<file path="src/rtl/llma_pkg.sv">
// ----------------------------------------------------------------------------
// llma_pkg
// shared types and constants for the least loaded machine assigner
// ----------------------------------------------------------------------------
package llma_pkg;

	localparam int DEF_NUM_MACHINES = 16;
	localparam int LOAD_W           = 16;
	localparam int TOTAL_W          = 32;
	// stored machine number, wide enough for the largest heap
	localparam int MACHINE_W        = 8;
	// machine number as reported on the result port
	localparam int NUM_W            = 4;

	localparam logic [TOTAL_W-1:0] TOTAL_MAX = '1;

	typedef struct packed {
		logic [MACHINE_W-1:0] machine;
		logic [TOTAL_W-1:0]   total;
	} slot_t;

	typedef struct packed {
		logic [NUM_W-1:0]   machine_number;
		logic [TOTAL_W-1:0] machine_total;
	} result_t;

endpackage

</file>
<file path="src/rtl/least_loaded_machine_assigner_top.sv">
// ----------------------------------------------------------------------------
// least_loaded_machine_assigner_top
// greedy job assignment to the least loaded machine over a min-heap memory
// ----------------------------------------------------------------------------
// Each request on the input channel (in_valid / in_stall, job_size) carries
// one job load. The job goes to the machine with the smallest accumulated
// load (ties go to the slot nearer the heap root); the result channel
// (out_valid / out_stall, machine_number, machine_total) returns that machine
// and its new total, saturating at all ones.
// After acceptance the ROOT state adds the load to the root total, and the
// result waits in the EMIT state until the output register takes it. The
// block then sifts the updated root down the heap, one level at a time
// (child read state, then compare and write-back state).
// in_stall is high from acceptance until the sift finishes.
// If out_stall holds a previous result, the new one waits in the sifter and
// the sift pauses until the output register frees up.
// Reset: all totals are zero and slot k holds machine k; no clearing pass
// is needed, the block accepts a request in the first cycle after reset.
// ----------------------------------------------------------------------------
module least_loaded_machine_assigner_top #(
	parameter int NUM_MACHINES = llma_pkg::DEF_NUM_MACHINES
) (
	input  logic                          clk,
	input  logic                          arst_n,
	input  logic                          in_valid,
	output logic                          in_stall,
	input  logic [llma_pkg::LOAD_W-1:0]   job_size,
	output logic                          out_valid,
	input  logic                          out_stall,
	output logic [llma_pkg::NUM_W-1:0]    machine_number,
	output logic [llma_pkg::TOTAL_W-1:0]  machine_total
);
	import llma_pkg::*;

	localparam int IDX_W = $clog2(NUM_MACHINES);

	logic             emit_valid;
	logic             emit_ready;
	result_t          emit_res;
	logic [IDX_W-1:0] rd_a_addr;
	logic [IDX_W-1:0] rd_b_addr;
	slot_t            rd_a_slot;
	slot_t            rd_b_slot;
	logic             wr_en;
	logic [IDX_W-1:0] wr_addr;
	slot_t            wr_slot;

	logic             out_valid_q;
	result_t          out_res_q;

	llma_heap_mem #(
		.NUM_MACHINES (NUM_MACHINES),
		.IDX_W        (IDX_W)
	) u_mem (
		.clk       (clk),
		.arst_n    (arst_n),
		.rd_a_addr (rd_a_addr),
		.rd_b_addr (rd_b_addr),
		.rd_a_slot (rd_a_slot),
		.rd_b_slot (rd_b_slot),
		.wr_en     (wr_en),
		.wr_addr   (wr_addr),
		.wr_slot   (wr_slot)
	);

	llma_sifter #(
		.NUM_MACHINES (NUM_MACHINES),
		.IDX_W        (IDX_W)
	) u_sifter (
		.clk        (clk),
		.arst_n     (arst_n),
		.in_valid   (in_valid),
		.in_stall   (in_stall),
		.job_size   (job_size),
		.emit_valid (emit_valid),
		.emit_ready (emit_ready),
		.emit_res   (emit_res),
		.rd_a_addr  (rd_a_addr),
		.rd_b_addr  (rd_b_addr),
		.rd_a_slot  (rd_a_slot),
		.rd_b_slot  (rd_b_slot),
		.wr_en      (wr_en),
		.wr_addr    (wr_addr),
		.wr_slot    (wr_slot)
	);

	// output register frees when empty or when its result is taken
	assign emit_ready = !out_valid_q || !out_stall;

	always_ff @(posedge clk or negedge arst_n) begin
		if (!arst_n) begin
			out_valid_q <= 1'b0;
		end else if (emit_ready) begin
			out_valid_q <= emit_valid;
		end
	end

	always_ff @(posedge clk) begin
		if (emit_ready && emit_valid) begin
			out_res_q <= emit_res;
		end
	end

	assign out_valid      = out_valid_q;
	assign machine_number = out_res_q.machine_number;
	assign machine_total  = out_res_q.machine_total;

endmodule

</file>
<file path="src/rtl/llma_heap_mem.sv">
// ----------------------------------------------------------------------------
// llma_heap_mem
// heap slot memory: two registered read ports, one write port; a slot never
// written reads as its reset contents (machine = slot index, total = 0)
// ----------------------------------------------------------------------------
module llma_heap_mem #(
	parameter int NUM_MACHINES = llma_pkg::DEF_NUM_MACHINES,
	parameter int IDX_W        = $clog2(NUM_MACHINES)
) (
	input  logic               clk,
	input  logic               arst_n,
	input  logic [IDX_W-1:0]   rd_a_addr,
	input  logic [IDX_W-1:0]   rd_b_addr,
	output llma_pkg::slot_t    rd_a_slot,
	output llma_pkg::slot_t    rd_b_slot,
	input  logic               wr_en,
	input  logic [IDX_W-1:0]   wr_addr,
	input  llma_pkg::slot_t    wr_slot
);
	import llma_pkg::*;

	slot_t                   mem [NUM_MACHINES];
	logic [NUM_MACHINES-1:0] written_q;

	slot_t            rd_a_data_s1;
	slot_t            rd_b_data_s1;
	logic             rd_a_written_s1;
	logic             rd_b_written_s1;
	logic [IDX_W-1:0] rd_a_addr_s1;
	logic [IDX_W-1:0] rd_b_addr_s1;

	always_ff @(posedge clk) begin
		if (wr_en) begin
			mem[wr_addr] <= wr_slot;
		end
		rd_a_data_s1 <= mem[rd_a_addr];
		rd_b_data_s1 <= mem[rd_b_addr];
		rd_a_addr_s1 <= rd_a_addr;
		rd_b_addr_s1 <= rd_b_addr;
	end

	always_ff @(posedge clk or negedge arst_n) begin
		if (!arst_n) begin
			written_q       <= '0;
			rd_a_written_s1 <= 1'b0;
			rd_b_written_s1 <= 1'b0;
		end else begin
			if (wr_en) begin
				written_q[wr_addr] <= 1'b1;
			end
			rd_a_written_s1 <= written_q[rd_a_addr];
			rd_b_written_s1 <= written_q[rd_b_addr];
		end
	end

	always_comb begin
		if (rd_a_written_s1) begin
			rd_a_slot = rd_a_data_s1;
		end else begin
			rd_a_slot.machine = MACHINE_W'(rd_a_addr_s1);
			rd_a_slot.total   = '0;
		end
		if (rd_b_written_s1) begin
			rd_b_slot = rd_b_data_s1;
		end else begin
			rd_b_slot.machine = MACHINE_W'(rd_b_addr_s1);
			rd_b_slot.total   = '0;
		end
	end

`ifndef NO_ASSERTIONS
	a_wr_in_range: assert property (@(posedge clk) disable iff (!arst_n)
		wr_en |-> (int'(wr_addr) < NUM_MACHINES))
		else $error("heap write beyond last slot");
	a_written_sticky: assert property (@(posedge clk) disable iff (!arst_n)
		wr_en |=> written_q[$past(wr_addr)])
		else $error("written slot not marked");
	a_fresh_reads_reset: assert property (@(posedge clk) disable iff (!arst_n)
		!rd_a_written_s1 |-> (rd_a_slot.total == '0))
		else $error("unwritten slot read nonzero total");
`endif

endmodule

</file>
<file path="src/rtl/llma_sifter.sv">
// ----------------------------------------------------------------------------
// llma_sifter
// request control, root update with saturation, and hole-based sift-down
// of the root over the heap memory
// ----------------------------------------------------------------------------
module llma_sifter #(
	parameter int NUM_MACHINES = llma_pkg::DEF_NUM_MACHINES,
	parameter int IDX_W        = $clog2(NUM_MACHINES)
) (
	input  logic                         clk,
	input  logic                         arst_n,
	input  logic                         in_valid,
	output logic                         in_stall,
	input  logic [llma_pkg::LOAD_W-1:0]  job_size,
	output logic                         emit_valid,
	input  logic                         emit_ready,
	output llma_pkg::result_t            emit_res,
	output logic [IDX_W-1:0]             rd_a_addr,
	output logic [IDX_W-1:0]             rd_b_addr,
	input  llma_pkg::slot_t              rd_a_slot,
	input  llma_pkg::slot_t              rd_b_slot,
	output logic                         wr_en,
	output logic [IDX_W-1:0]             wr_addr,
	output llma_pkg::slot_t              wr_slot
);
	import llma_pkg::*;

	typedef enum logic [4:0] {
		ST_IDLE = 5'b00001,
		ST_ROOT = 5'b00010,
		ST_EMIT = 5'b00100,
		ST_READ = 5'b01000,
		ST_CMP  = 5'b10000
	} state_t;

	localparam logic [IDX_W+1:0] N_EXT = (IDX_W+2)'(NUM_MACHINES);

	state_t             state_q;
	logic [LOAD_W-1:0]  load_q;
	slot_t              held_q;
	logic [IDX_W-1:0]   pos_q;
	logic [IDX_W-1:0]   left_q;
	logic [IDX_W-1:0]   right_q;
	logic               has_right_q;

	logic [IDX_W+1:0]   left_ext;
	logic [IDX_W+1:0]   right_ext;
	logic [TOTAL_W:0]   sum_ext;
	logic               left_wins;
	logic               right_wins;
	logic [TOTAL_W-1:0] cur_min;

	assign in_stall   = (state_q != ST_IDLE);
	assign emit_valid = (state_q == ST_EMIT);
	assign emit_res.machine_number = held_q.machine[NUM_W-1:0];
	assign emit_res.machine_total  = held_q.total;

	assign left_ext  = {1'b0, pos_q, 1'b1};
	assign right_ext = {1'b0, pos_q, 1'b0} + (IDX_W+2)'(2);
	assign sum_ext   = {1'b0, rd_a_slot.total} + (TOTAL_W+1)'(load_q);

	// the parent is the held root; a tie with the parent keeps the parent, and a tie between children picks the left one
	assign left_wins  = held_q.total > rd_a_slot.total;
	assign cur_min    = left_wins ? rd_a_slot.total : held_q.total;
	assign right_wins = has_right_q && (cur_min > rd_b_slot.total);

	always_comb begin
		rd_a_addr = '0;
		rd_b_addr = '0;
		wr_en     = 1'b0;
		wr_addr   = pos_q;
		wr_slot   = held_q;
		case (state_q)
			ST_READ: begin
				if (left_ext < N_EXT) begin
					rd_a_addr = left_ext[IDX_W-1:0];
					if (right_ext < N_EXT) begin
						rd_b_addr = right_ext[IDX_W-1:0];
					end
				end else begin
					wr_en = 1'b1;
				end
			end
			ST_CMP: begin
				wr_en = 1'b1;
				if (right_wins) begin
					wr_slot = rd_b_slot;
				end else if (left_wins) begin
					wr_slot = rd_a_slot;
				end
			end
			default: begin
			end
		endcase
	end

	always_ff @(posedge clk) begin
		case (state_q)
			ST_IDLE: begin
				load_q <= job_size;
			end
			ST_ROOT: begin
				held_q.machine <= rd_a_slot.machine;
				held_q.total   <= sum_ext[TOTAL_W] ? TOTAL_MAX : sum_ext[TOTAL_W-1:0];
			end
			ST_READ: begin
				left_q      <= left_ext[IDX_W-1:0];
				right_q     <= right_ext[IDX_W-1:0];
				has_right_q <= right_ext < N_EXT;
			end
			default: begin
			end
		endcase
	end

	always_ff @(posedge clk or negedge arst_n) begin
		if (!arst_n) begin
			state_q <= ST_IDLE;
			pos_q   <= '0;
		end else begin
			case (state_q)
				ST_IDLE: begin
					if (in_valid) begin
						state_q <= ST_ROOT;
					end
				end
				ST_ROOT: begin
					pos_q   <= '0;
					state_q <= ST_EMIT;
				end
				ST_EMIT: begin
					if (emit_ready) begin
						state_q <= ST_READ;
					end
				end
				ST_READ: begin
					if (left_ext < N_EXT) begin
						state_q <= ST_CMP;
					end else begin
						state_q <= ST_IDLE;
					end
				end
				ST_CMP: begin
					if (right_wins) begin
						pos_q   <= right_q;
						state_q <= ST_READ;
					end else if (left_wins) begin
						pos_q   <= left_q;
						state_q <= ST_READ;
					end else begin
						state_q <= ST_IDLE;
					end
				end
				default: begin
					state_q <= ST_IDLE;
				end
			endcase
		end
	end

`ifndef NO_ASSERTIONS
	a_accept_to_root: assert property (@(posedge clk) disable iff (!arst_n)
		(in_valid && !in_stall) |=> (state_q == ST_ROOT))
		else $error("accepted request did not start a root read");
	a_write_when_sifting: assert property (@(posedge clk) disable iff (!arst_n)
		wr_en |-> (state_q == ST_READ || state_q == ST_CMP))
		else $error("heap write outside sift");
	a_pos_descends: assert property (@(posedge clk) disable iff (!arst_n)
		((state_q == ST_READ) && $past(state_q == ST_CMP)) |-> (pos_q > $past(pos_q)))
		else $error("sift did not move down");
	a_root_write_once: assert property (@(posedge clk) disable iff (!arst_n)
		(state_q == ST_EMIT) |-> (pos_q == '0))
		else $error("sift not starting at root");
`endif

endmodule

</file>
<file path="config.mk">
export PLATFORM = sky130hd
export DESIGN_NAME = least_loaded_machine_assigner_top
export DESIGN_NICKNAME = d
export VERILOG_FILES = /design/src/rtl/llma_pkg.sv /design/src/rtl/least_loaded_machine_assigner_top.sv /design/src/rtl/llma_heap_mem.sv /design/src/rtl/llma_sifter.sv
export SDC_FILE = /design/constraint.sdc
export NUM_CORES = 1
export LEC_CHECK = 0
export ABC_CLOCK_PERIOD_IN_PS = 7460
export BUFFER_PORTS_ARGS = -buffer_cell sky130_fd_sc_hd__buf_2
export CORE_MARGIN = 2
export CORE_UTILIZATION = 63
export DETAILED_ROUTE_END_ITERATION = 8
export GPL_TIMING_DRIVEN = 0
export PLACE_DENSITY = 0.78
export SLEW_MARGIN = 15
export SYNTH_ARGS = -nofsm -noshare
export SYNTH_HDL_FRONTEND = slang
export SYNTH_SLANG_ARGS = --single-unit
</file>
<file path="constraint.sdc">
create_clock -name clk -period 7.46 [get_ports clk]
set_clock_uncertainty 0.1 [all_clocks]
set_input_delay 1.492 -clock clk [delete_from_list [all_inputs] [get_ports clk]]
set_output_delay 1.492 -clock clk [all_outputs]
set_load 0.005 [all_outputs]
</file>
# After elaboration in Yosys (flattened, before gate mapping)

Memory sizes are Yosys's and may differ from the RTL's. A register that Yosys moved wholly into a read port is not among the register bits.
Cells that the tools add are included.

Register bits after elaboration: 136
RAM bits: 640
Input port bits: 20
Output and inout bits: 38
Logic and storage cells: 76
Memories: 1

Add/subtract/negate cells: 2
Magnitude comparators: 8
Equal/unequal tests: 9
Multiplexer cells: 30
Bitwise operators: 1
Reductions and logical operators: 9

Memories:

| name      | words | bits a word | read ports | clocked after memory_dff | write ports | RTL line            | text |
|---|---|---|---|---|---|---|---|
| u_mem.mem | 16    | 40          | 2          | 2                        | 1           | llma_heap_mem.sv:22 | `slot_t mem [NUM_MACHINES];` |

Operators with widths:

| kind                                                                         | number |
|---|---|
| 40-bit 2-to-1 mux                                                            | 5 |
| 32-bit greater-than comparator                                               | 2 |
| 32-bit by 16-bit adder with 33-bit output                                    | 1 |
| 32-bit 2-to-1 mux                                                            | 1 |
| 4-bit 2-to-1 mux                                                             | 8 |
| 5-bit one-hot mux with 5 select lines                                        | 1 |
| 5-bit 2-to-1 mux                                                             | 4 |
| 16-bit bitwise OR                                                            | 1 |
| 4-bit by 5-bit less-than comparator with 1-bit output, second input constant | 3 |
| 1-bit binary-select mux with 4-bit select                                    | 2 |
| 4-bit one-hot mux with 2 select lines                                        | 1 |
| 5-bit by 2-bit adder with 6-bit output, second input constant                | 1 |
| 6-bit by 5-bit less-than comparator with 1-bit output, second input constant | 1 |
| 1-bit 2-to-1 mux                                                             | 6 |
| 5-bit by 1-bit == test with 1-bit output, second input constant              | 1 |
| 5-bit by 2-bit == test with 1-bit output, second input constant              | 1 |
| 5-bit by 3-bit == test with 1-bit output, second input constant              | 1 |
| 5-bit by 4-bit == test with 1-bit output, second input constant              | 1 |
| 5-bit == test, second input constant                                         | 1 |
| 5-bit less-than comparator, second input constant                            | 1 |
| 5-bit by 1-bit != test with 1-bit output, second input constant              | 1 |
| 1-bit demux with 4-bit select                                                | 1 |
| 4-bit by 1-bit >= comparator with 1-bit output, second input constant        | 1 |
| 2-bit AND reduction                                                          | 2 |
| other kinds (8)                                                              | 11 |

# Logic depth before layout (Yosys ltp)

Gate-level depths: netlist (run 1).

Depth in word-level cells: 7
Mapped depth: 25
Gate-level depth less buffers: 18

# Modules after synthesis

Synthesis (run 1) repeated with hierarchy kept, for this count alone.

Cells, all modules: 2,480
Area, all modules: 39,953.3 um2

Modules (own cells, without submodules):

| module                            | instances | cells an instance | area each (um2) | sequential area each (um2) |
|---|---|---|---|---|
| llma_heap_mem                     | 1         | 1,565             | 31,731.7        | 21,430.6 |
| llma_sifter                       | 1         | 875               | 7,093.1         | 2,118.3 |
| least_loaded_machine_assigner_top | 1         | 40                | 1,128.6         | 1,106.1 |

# Worst setup path after synthesis (run 1)

Ideal clock, no wire load.

Kind: register to register
Start point: register u_mem.rd_a_written_s1
End point: memory u_mem.mem[0][10] (netlist name), data pin
Library setup time: 0.302 ns
Arrival: 5.558 ns
Required time: 7.058 ns
Path slack: 1.501 ns
Stages on the path, launching flop included: 26
Buffers on the path: 8
Clock period less this slack: 5.959 ns
Path through: dfrtp_1 clkbuf_1 clkbuf_1 clkbuf_1 nand2_1 ha_1 nand4_1 nor2_1 a221o_1 o311ai_1 and2_1 clkbuf_1 buf_2 buf_2 nand2_1 o21ai_0 ha_1 nand4_2 or4_1 o41ai_2 a31o_2 and2_4 buf_6 nand2_2 buf_6 o221ai_1

RTL lines:

| item                   | RTL line            | text |
|---|---|---|
| start, declared        | llma_heap_mem.sv:27 | `logic rd_a_written_s1;` |
| start signal, assigned | llma_heap_mem.sv:51 | `rd_a_written_s1 <= written_q[rd_a_addr];` |
| end, declared          | llma_heap_mem.sv:22 |  |

==> flow_metrics.tcl, run 1 <==
set metrics [dict create \
    status "completed" \
    worstMarginPinSlew_ns 1.342 \
    synth_top_cell_area_share_pct 62.30 \
    yosys_warnings 0 \
    drt-pass1-iter-count 6 \
    final_cell_area_sq_mm 0.03747 \
    ys_ff_latch 778 \
    dp_hpwl_microns 58600 \
    post_drt_wl_per_cell_microns 30.94 \
    max_slew_margin_pct 10.52 \
    diodes 0 \
    grt_pass1_vias 19905 \
    reg2reg_setup_slack_ns 0.29 \
    syn-num-nets 2066 \
    whs_ns 0.3645 \
    min_path_type "flop to flop" \
    powerDensity_mw_per_mm2 290.0 \
    post_synth.cell_area_avg_sq_um 16.49 \
    cts_buffers 77 \
    r2r_end "u_mem.mem[8][12]" \
    crit_arrival_ns 7.34 \
    hold_path_depth 0 \
    dp.cells 2723 \
    syn_area_sq_mm 0.03234 \
    final-instance-count-excl-fill 2874 \
    max_freq_ghz 0.1395 \
    htreeDepth 3 \
    n_fill_cell 2910 \
    io_buffers 57 \
    die_height_microns 230.6 \
    grt_pass1_wl_microns 129300 \
    path_max_fanout 16 \
    detail-route-antenna-nets 0 \
    period_needed_ns 7.168 \
    end_kind "flop" \
    fin_nets 2235 \
    post-route-period-util_pct 96.09 \
    die_w_microns 230.6 \
    io_pins 58 \
    clk_pin_slew_ns 0.07 \
    rsz0062_at_grt "no" \
    drv_slew 0 \
    via_count 19592 \
    cts.sinks 778 \
    max_cap_violations 0 \
    synth_ff_type "edfxtp_1" \
    setup_viol 0 \
    grtUsageTotal_pct 33.90 \
    crit_type "flop to flop" \
    reg2regPathDepth 22 \
    synth_cell_types 73 \
    grt_antenna_before_repair 1 \
    drtIter0Drc 2581 \
    layout-drive-gt1-share_pct 23.84 \
    initial_core_util_pct 63.43 \
    wirelength_microns 88920 \
    place_area_sq_mm 0.03430 \
    yosysSeqAreaShare_pct 69.36 \
    syn_to_final_growth_pct 15.84 \
    viasPerCell 6.817 \
    synth_edf_count 671 \
    core-area_sq_mm 0.05099 \
    tritoncts "built" \
    synth_cells 1961 \
    ys_async_sr_fraction_pct 3.599 \
    synth_largest_area_cell "edfxtp_1" \
    gr-total-overflow 0 \
    cp.required_ns 7.64 \
    rows 83 \
    cts_root_buf "clkbuf_16" \
    synth_area_leaders "edfxtp_1 62%, mux4_2 9.5%, dfxtp_1 4.9%" \
    hold_viol 0 \
    grt_max_degree 31 \
    gp_congestion 0.9568 \
    die-area_sq_mm 0.05317 \
    clk_path_buf_depth 3 \
    insertion_delay_ns 0.64 \
    r2r_start "u_mem.rd_a_written_s1" \
    p_leak_nw 12.65 \
    cp-start-kind "flop" \
    hp-start "u_sifter.emit_res[34]" \
    worstHoldEndpoint "machine_number[2]" \
    drcViolationCount 0 \
    vdd_drop_max_mv 0.2297 \
]
how the worst max path moves through the flow:
| stage | start | to | slack, ns | cells after the start |
|---|---|---|---|---|
| after floorplan | u_mem.rd_a_written_s1 | u_mem.mem[0][10] | 1.50 | 25 |
| after global placement | u_mem.rd_a_written_s1 | u_mem.mem[5][11] | -1.29 | 25 |
| after detailed placement | u_mem.rd_a_written_s1 | u_mem.mem[5][22] | -1.49 | 24 |
| after CTS | u_mem.rd_a_written_s1 | u_mem.mem[11][8] | -0.03 | 24 |
| after global routing | u_mem.rd_a_written_s1 | u_mem.mem[8][12] | 0.02 | 22 |
| final | u_mem.rd_a_written_s1 | u_mem.mem[8][12] | 0.29 | 22 |
cell usage in the layout (no fill, tap or decap), drive strengths merged, types with 5 or more instances in the layout:
master   count
edfxtp     671
nand2      168
clkbuf     153
buf        138
mux4       137
nor2        86
ha          84
dfxtp       79
a21oi       77
mux2        66
o21ai       53
inv         52
mux2i       35
a21o        33
nand3       29
clkinv      28
dfrtp       27
o221ai      27
nand4       25
nor3        19
o21bai      18
o211ai      16
nor4        14
a221o       13
a211oi      12
or3         10
and2        10
o2bb2ai     10
nand2b       9
xor2         8
bufinv       8
and3         7
xnor2        7
o21a         6
nor2b        6
or2          5
synth_stat cells, drive strengths merged (3+ instances only):
cell type and n:
a31oi 3, nand3b 3, and2 10, nand3 29
edfxtp 671, mux4 137, inv 50, a311oi 3
a21o 33, a211o 3, dfrtp 27, nand2b 9
o2bb2ai 10, nor4 14, mux2i 35, clkbuf 53
xor2 8, dfxtp 79, nor2 86, o31ai 4
o21a 6, nor2b 6, nand4 25, or2 5
mux2 66, nand2 168, o211ai 16, or3 10
a211oi 12, o21bai 18, nor3 19, a21oi 77
o21ai 53, a221o 13, buf 47, or4 3
xnor2 7, and3 7, ha 84, a31o 3
o221ai 27
flip-flops by register name, indices dropped and copies added, names as in the netlist:
register / cells
u_mem.mem: 576
u_mem.rd_a_data_s1: 36
u_mem.rd_b_data_s1: 36
u_sifter.emit_res: 36
machine_total: 32
u_mem.written_q: 16
u_sifter.load_q: 16
u_sifter.state_q: 5
machine_number: 4
u_mem.rd_a_addr_s1: 4
u_sifter.wr_addr: 4
u_mem.rd_b_addr_s1: 3
u_sifter.left_q: 3
u_sifter.right_q: 3
out_valid: 1
u_mem.rd_a_written_s1: 1
u_mem.rd_b_written_s1: 1
u_sifter.has_right_q: 1
what timing repair did:
action                                  CTS  global route
cloned                                    0             0
resized for setup                        46            20
endpoints found under the setup margin  582           576
buffers inserted                          6             4
hold buffers                              0             0
pin swaps                                 6             4
power breakdown:
group          leakage, nW  switching [W]  internal (W)
Sequential            7.11       0.000110       0.00502
Clock                 1.23        0.00165       0.00228
Combinational         4.31        0.00120      0.000608
Total                 12.7        0.00296       0.00791
through the flow:
step | TNS, ns | util (%) | power (W) | setup slack [ns]
floorplan | 0 | - | 0.006233 | 1.501
global placement | -545.71 | 65.66 | 0.006747 | -1.286
detailed placement | -583.62 | 67.26 | 0.006826 | -1.489
CTS | -0.3920 | 73.09 | 0.01079 | -0.02518
global route | 0 | 73.48 | 0.01119 | 0.02280
finish | 0 | 73.48 | 0.01087 | 0.2915
logic make-up (layout without fill, tap and decap cells):
family / count (synthesis) / in the layout / synth area share, %
adders and majority gates: 85 / 85 / 3.311
and+or+nand+nor: 399 / 399 / 5.718
xor gates and xnor gates: 15 / 15 / 0.4062
muxes: 238 / 238 / 12.92
buffers and inverters: 150 / 383 / 2.012
DFF: 778 / 778 / 69.36
AOI/OAI and AO/OA: 296 / 296 / 6.275
critical path, cell delays in order (launching register included):
cell and delay [ns]:
dfrtp_2 0.50, clkbuf_1 0.50, nand2_1 0.22, ha_1 0.36
a21oi_1 0.16, o21ai_0 0.19, a221o_1 0.37, o311ai_1 0.43
and2_1 0.20, clkbuf_1 0.26, buf_2 0.31, buf_2 0.27
nand2_1 0.07, o21ai_0 0.08, ha_1 0.21, nand4_1 0.26
or4_1 0.60, o41ai_2 0.44, a31o_2 0.20, nand2_2 0.12
clkbuf_2 0.37, a211oi_2 0.33, o2bb2ai_4 0.24
metal layers:
| metal | vias up | GRT usage, % | share of wire, % |
|---|---|---|---|
| met5 | - | 0 | 0.010 |
| met4 | 2 | 17.38 | 5.2 |
| met3 | 299 | 7.127 | 11 |
| met2 | 1350 | 53.50 | 48 |
| met1 | 9851 | 45.24 | 37 |
| li1 | 8090 | - | - |
final cells by class:
cell class	count	area, sq um	share of cell area, %
multi-input combinational	1033	9866	26.33
timing repair buffer	92	1121	2.992
buffer	98	464.2	1.239
tap	680	850.8	2.271
sequential	778	22430	59.88
inverter	50	187.7	0.5009
clock buffer	101	2111	5.634
clock inverter	42	431.7	1.152
Note: power is estimated with default switching activity, not from simulation.
==> run 2: changes to the inputs <==
Settings changed: CORE_UTILIZATION 63 to 54, PLACE_DENSITY 0.78 to 0.68.
==> flow_metrics.tcl, run 2 (same netlist as run 1, synthesis figures left out) <==
set metrics [dict create \
    clk_pin_slew_ns 0.06 \
    p_leak_nw 12.62 \
    dp_hpwl_microns 60070 \
    fin_nets 2232 \
    pre_cts_slack_ns -1.252 \
    cp-start-kind "flop" \
    die-area_sq_mm 0.06187 \
    gp_congestion 0.9834 \
    failed_checks "DRC" \
    end_kind "flop" \
    core-area_sq_mm 0.05913 \
    final_common_cell "edfxtp_1" \
    max_freq_ghz 0.1393 \
    finalPower_w 0.01075 \
    insertion_delay_ns 0.64 \
    io_pins 58 \
    drt-pass1-iter-count 9 \
    clk_path_buf_depth 3 \
    initial_core_util_pct 54.70 \
    max_slew_margin_pct 20.87 \
    syn_to_final_growth_pct 15.63 \
    gr-total-overflow 0 \
    vdd_drop_max_mv 0.1653 \
    tritoncts "built" \
    final_cell_area_sq_mm 0.03740 \
    cp.required_ns 7.69 \
    io_buffers 57 \
    via_count 18755 \
    rows 89 \
    largest_reg_flops 576 \
    cts_root_buf "clkbuf_16" \
    powerDensity_mw_per_mm2 287.5 \
    final_cell_mix "671 x edfxtp_1, 166 x nand2_1, 137 x mux4_2, 84 x ha_1, 82 x clkbuf_16" \
    post-route-period-util_pct 96.23 \
    htreeDepth 3 \
    grt_max_degree 34 \
    wirelength_microns 84340 \
    rsz0062_at_grt "no" \
    path_max_fanout 16 \
    drtIter0Drc 2041 \
    drv_slew 0 \
    setup_ws_ns 0.2814 \
    place_area_sq_mm 0.03441 \
    die_height_microns 248.7 \
    status "complete, but fails checks" \
    layout-drive-gt1-share_pct 23.91 \
    top_register "u_mem.mem" \
    crit_arrival_ns 7.41 \
    cts.sinks 778 \
    drcViolationCount 18 \
    crit_type "flop to flop" \
    hold_viol 0 \
    grtUsageTotal_pct 27.59 \
    die_w_microns 248.7 \
    viasPerCell 6.323 \
    post_drt_wl_per_cell_microns 28.44 \
    max_cap_violations 0 \
    grt_pass1_vias 18977 \
    worstMarginPinSlew_ns 1.187 \
    grt_pass1_wl_microns 124400 \
    setup_viol 0 \
    cts_buffers 79 \
    grt_antenna_before_repair 2 \
    postLayoutCoreUtil_pct 63.25 \
    min_path_type "flop to flop" \
    detail-route-antenna-nets 0 \
    period_needed_ns 7.179 \
]
==> run 2: power breakdown <==
group | internal (W) | switching [W]
registers | 0.00502 | 0.000108
logic | 0.000568 | 0.00114
clock network | 0.00225 | 0.00166
==> run 2: worst paths after layout <==
kind                                        from                     to  slack [ns]  depth (start not counted)
min reg2reg                  u_sifter.wr_addr[2]     u_sifter.left_q[3]        0.36                          0
max                        u_mem.rd_a_written_s1      u_mem.mem[10][21]        0.28                         23
min                          u_sifter.wr_addr[2]     u_sifter.left_q[3]        0.36                          0
max in group asynchronous                 arst_n  u_mem.rd_a_written_s1        5.91                          1
min in group asynchronous                 arst_n    u_mem.written_q[12]        0.82                          1
max reg2reg                u_mem.rd_a_written_s1      u_mem.mem[10][21]        0.28                         23
==> run 2: what timing repair did <==
action	4_1_cts	5_1_grt
pin swaps	0	1
buffers inserted	0	1
setup endpoints to repair	580	576
gates resized for setup	28	35
cloned	0	0
hold buffers	0	0
==> run 2: layout make-up <==
cell class | count | area [sq um]
Sequential cell | 778 | 22430
Fill cell | 4119 | 21730
Multi-Input combinational cell | 1033 | 9782
Clock buffer | 104 | 2215
Timing Repair Buffer | 86 | 973.4
Tap cell | 773 | 967.2
Buffer | 99 | 470.5
Clock inverter | 42 | 366.6
Inverter | 50 | 187.7
Antenna cell | 1 | 2.502
==> run 2: worst max-delay path, cell delays in order (launching register included) <==
cell and delay, ns:
dfrtp_2 0.49, clkbuf_4 0.31, buf_2 0.35, nand2_1 0.15, ha_1 0.34, nand4_1 0.18
nor2_1 0.08, a221o_1 0.31, o311ai_1 0.47, and2_1 0.19, clkbuf_1 0.29, buf_2 0.31
buf_2 0.25, nand2_1 0.07, o21ai_0 0.12, ha_1 0.20, nand4_1 0.24, or4_1 0.56
o41ai_2 0.42, a31o_2 0.19, nand2_2 0.11, buf_2 0.26, nor4_1 0.24, a221o_1 0.63
==> run 2: metal layers <==
metal / wire, microns / track usage, %
met5: 14 / 0
met2: 40190 / 44.28
met1: 33730 / 38.05
met3: 7679 / 5.308
met4: 2731 / 10.01
==> run 2: metrics by stage <==
stage | TNS, ns | hold slack (ns) | cells
after detailed placement | -513.98 | 0.3408 | 2819
after global routing | 0 | 0.3813 | 2965
after floorplan | 0 | 0.3231 | 1961
final | 0 | 0.3565 | 2966
after CTS | -5.645 | 0.3570 | 2965
after global placement | -468.20 | 0.3414 | 2791
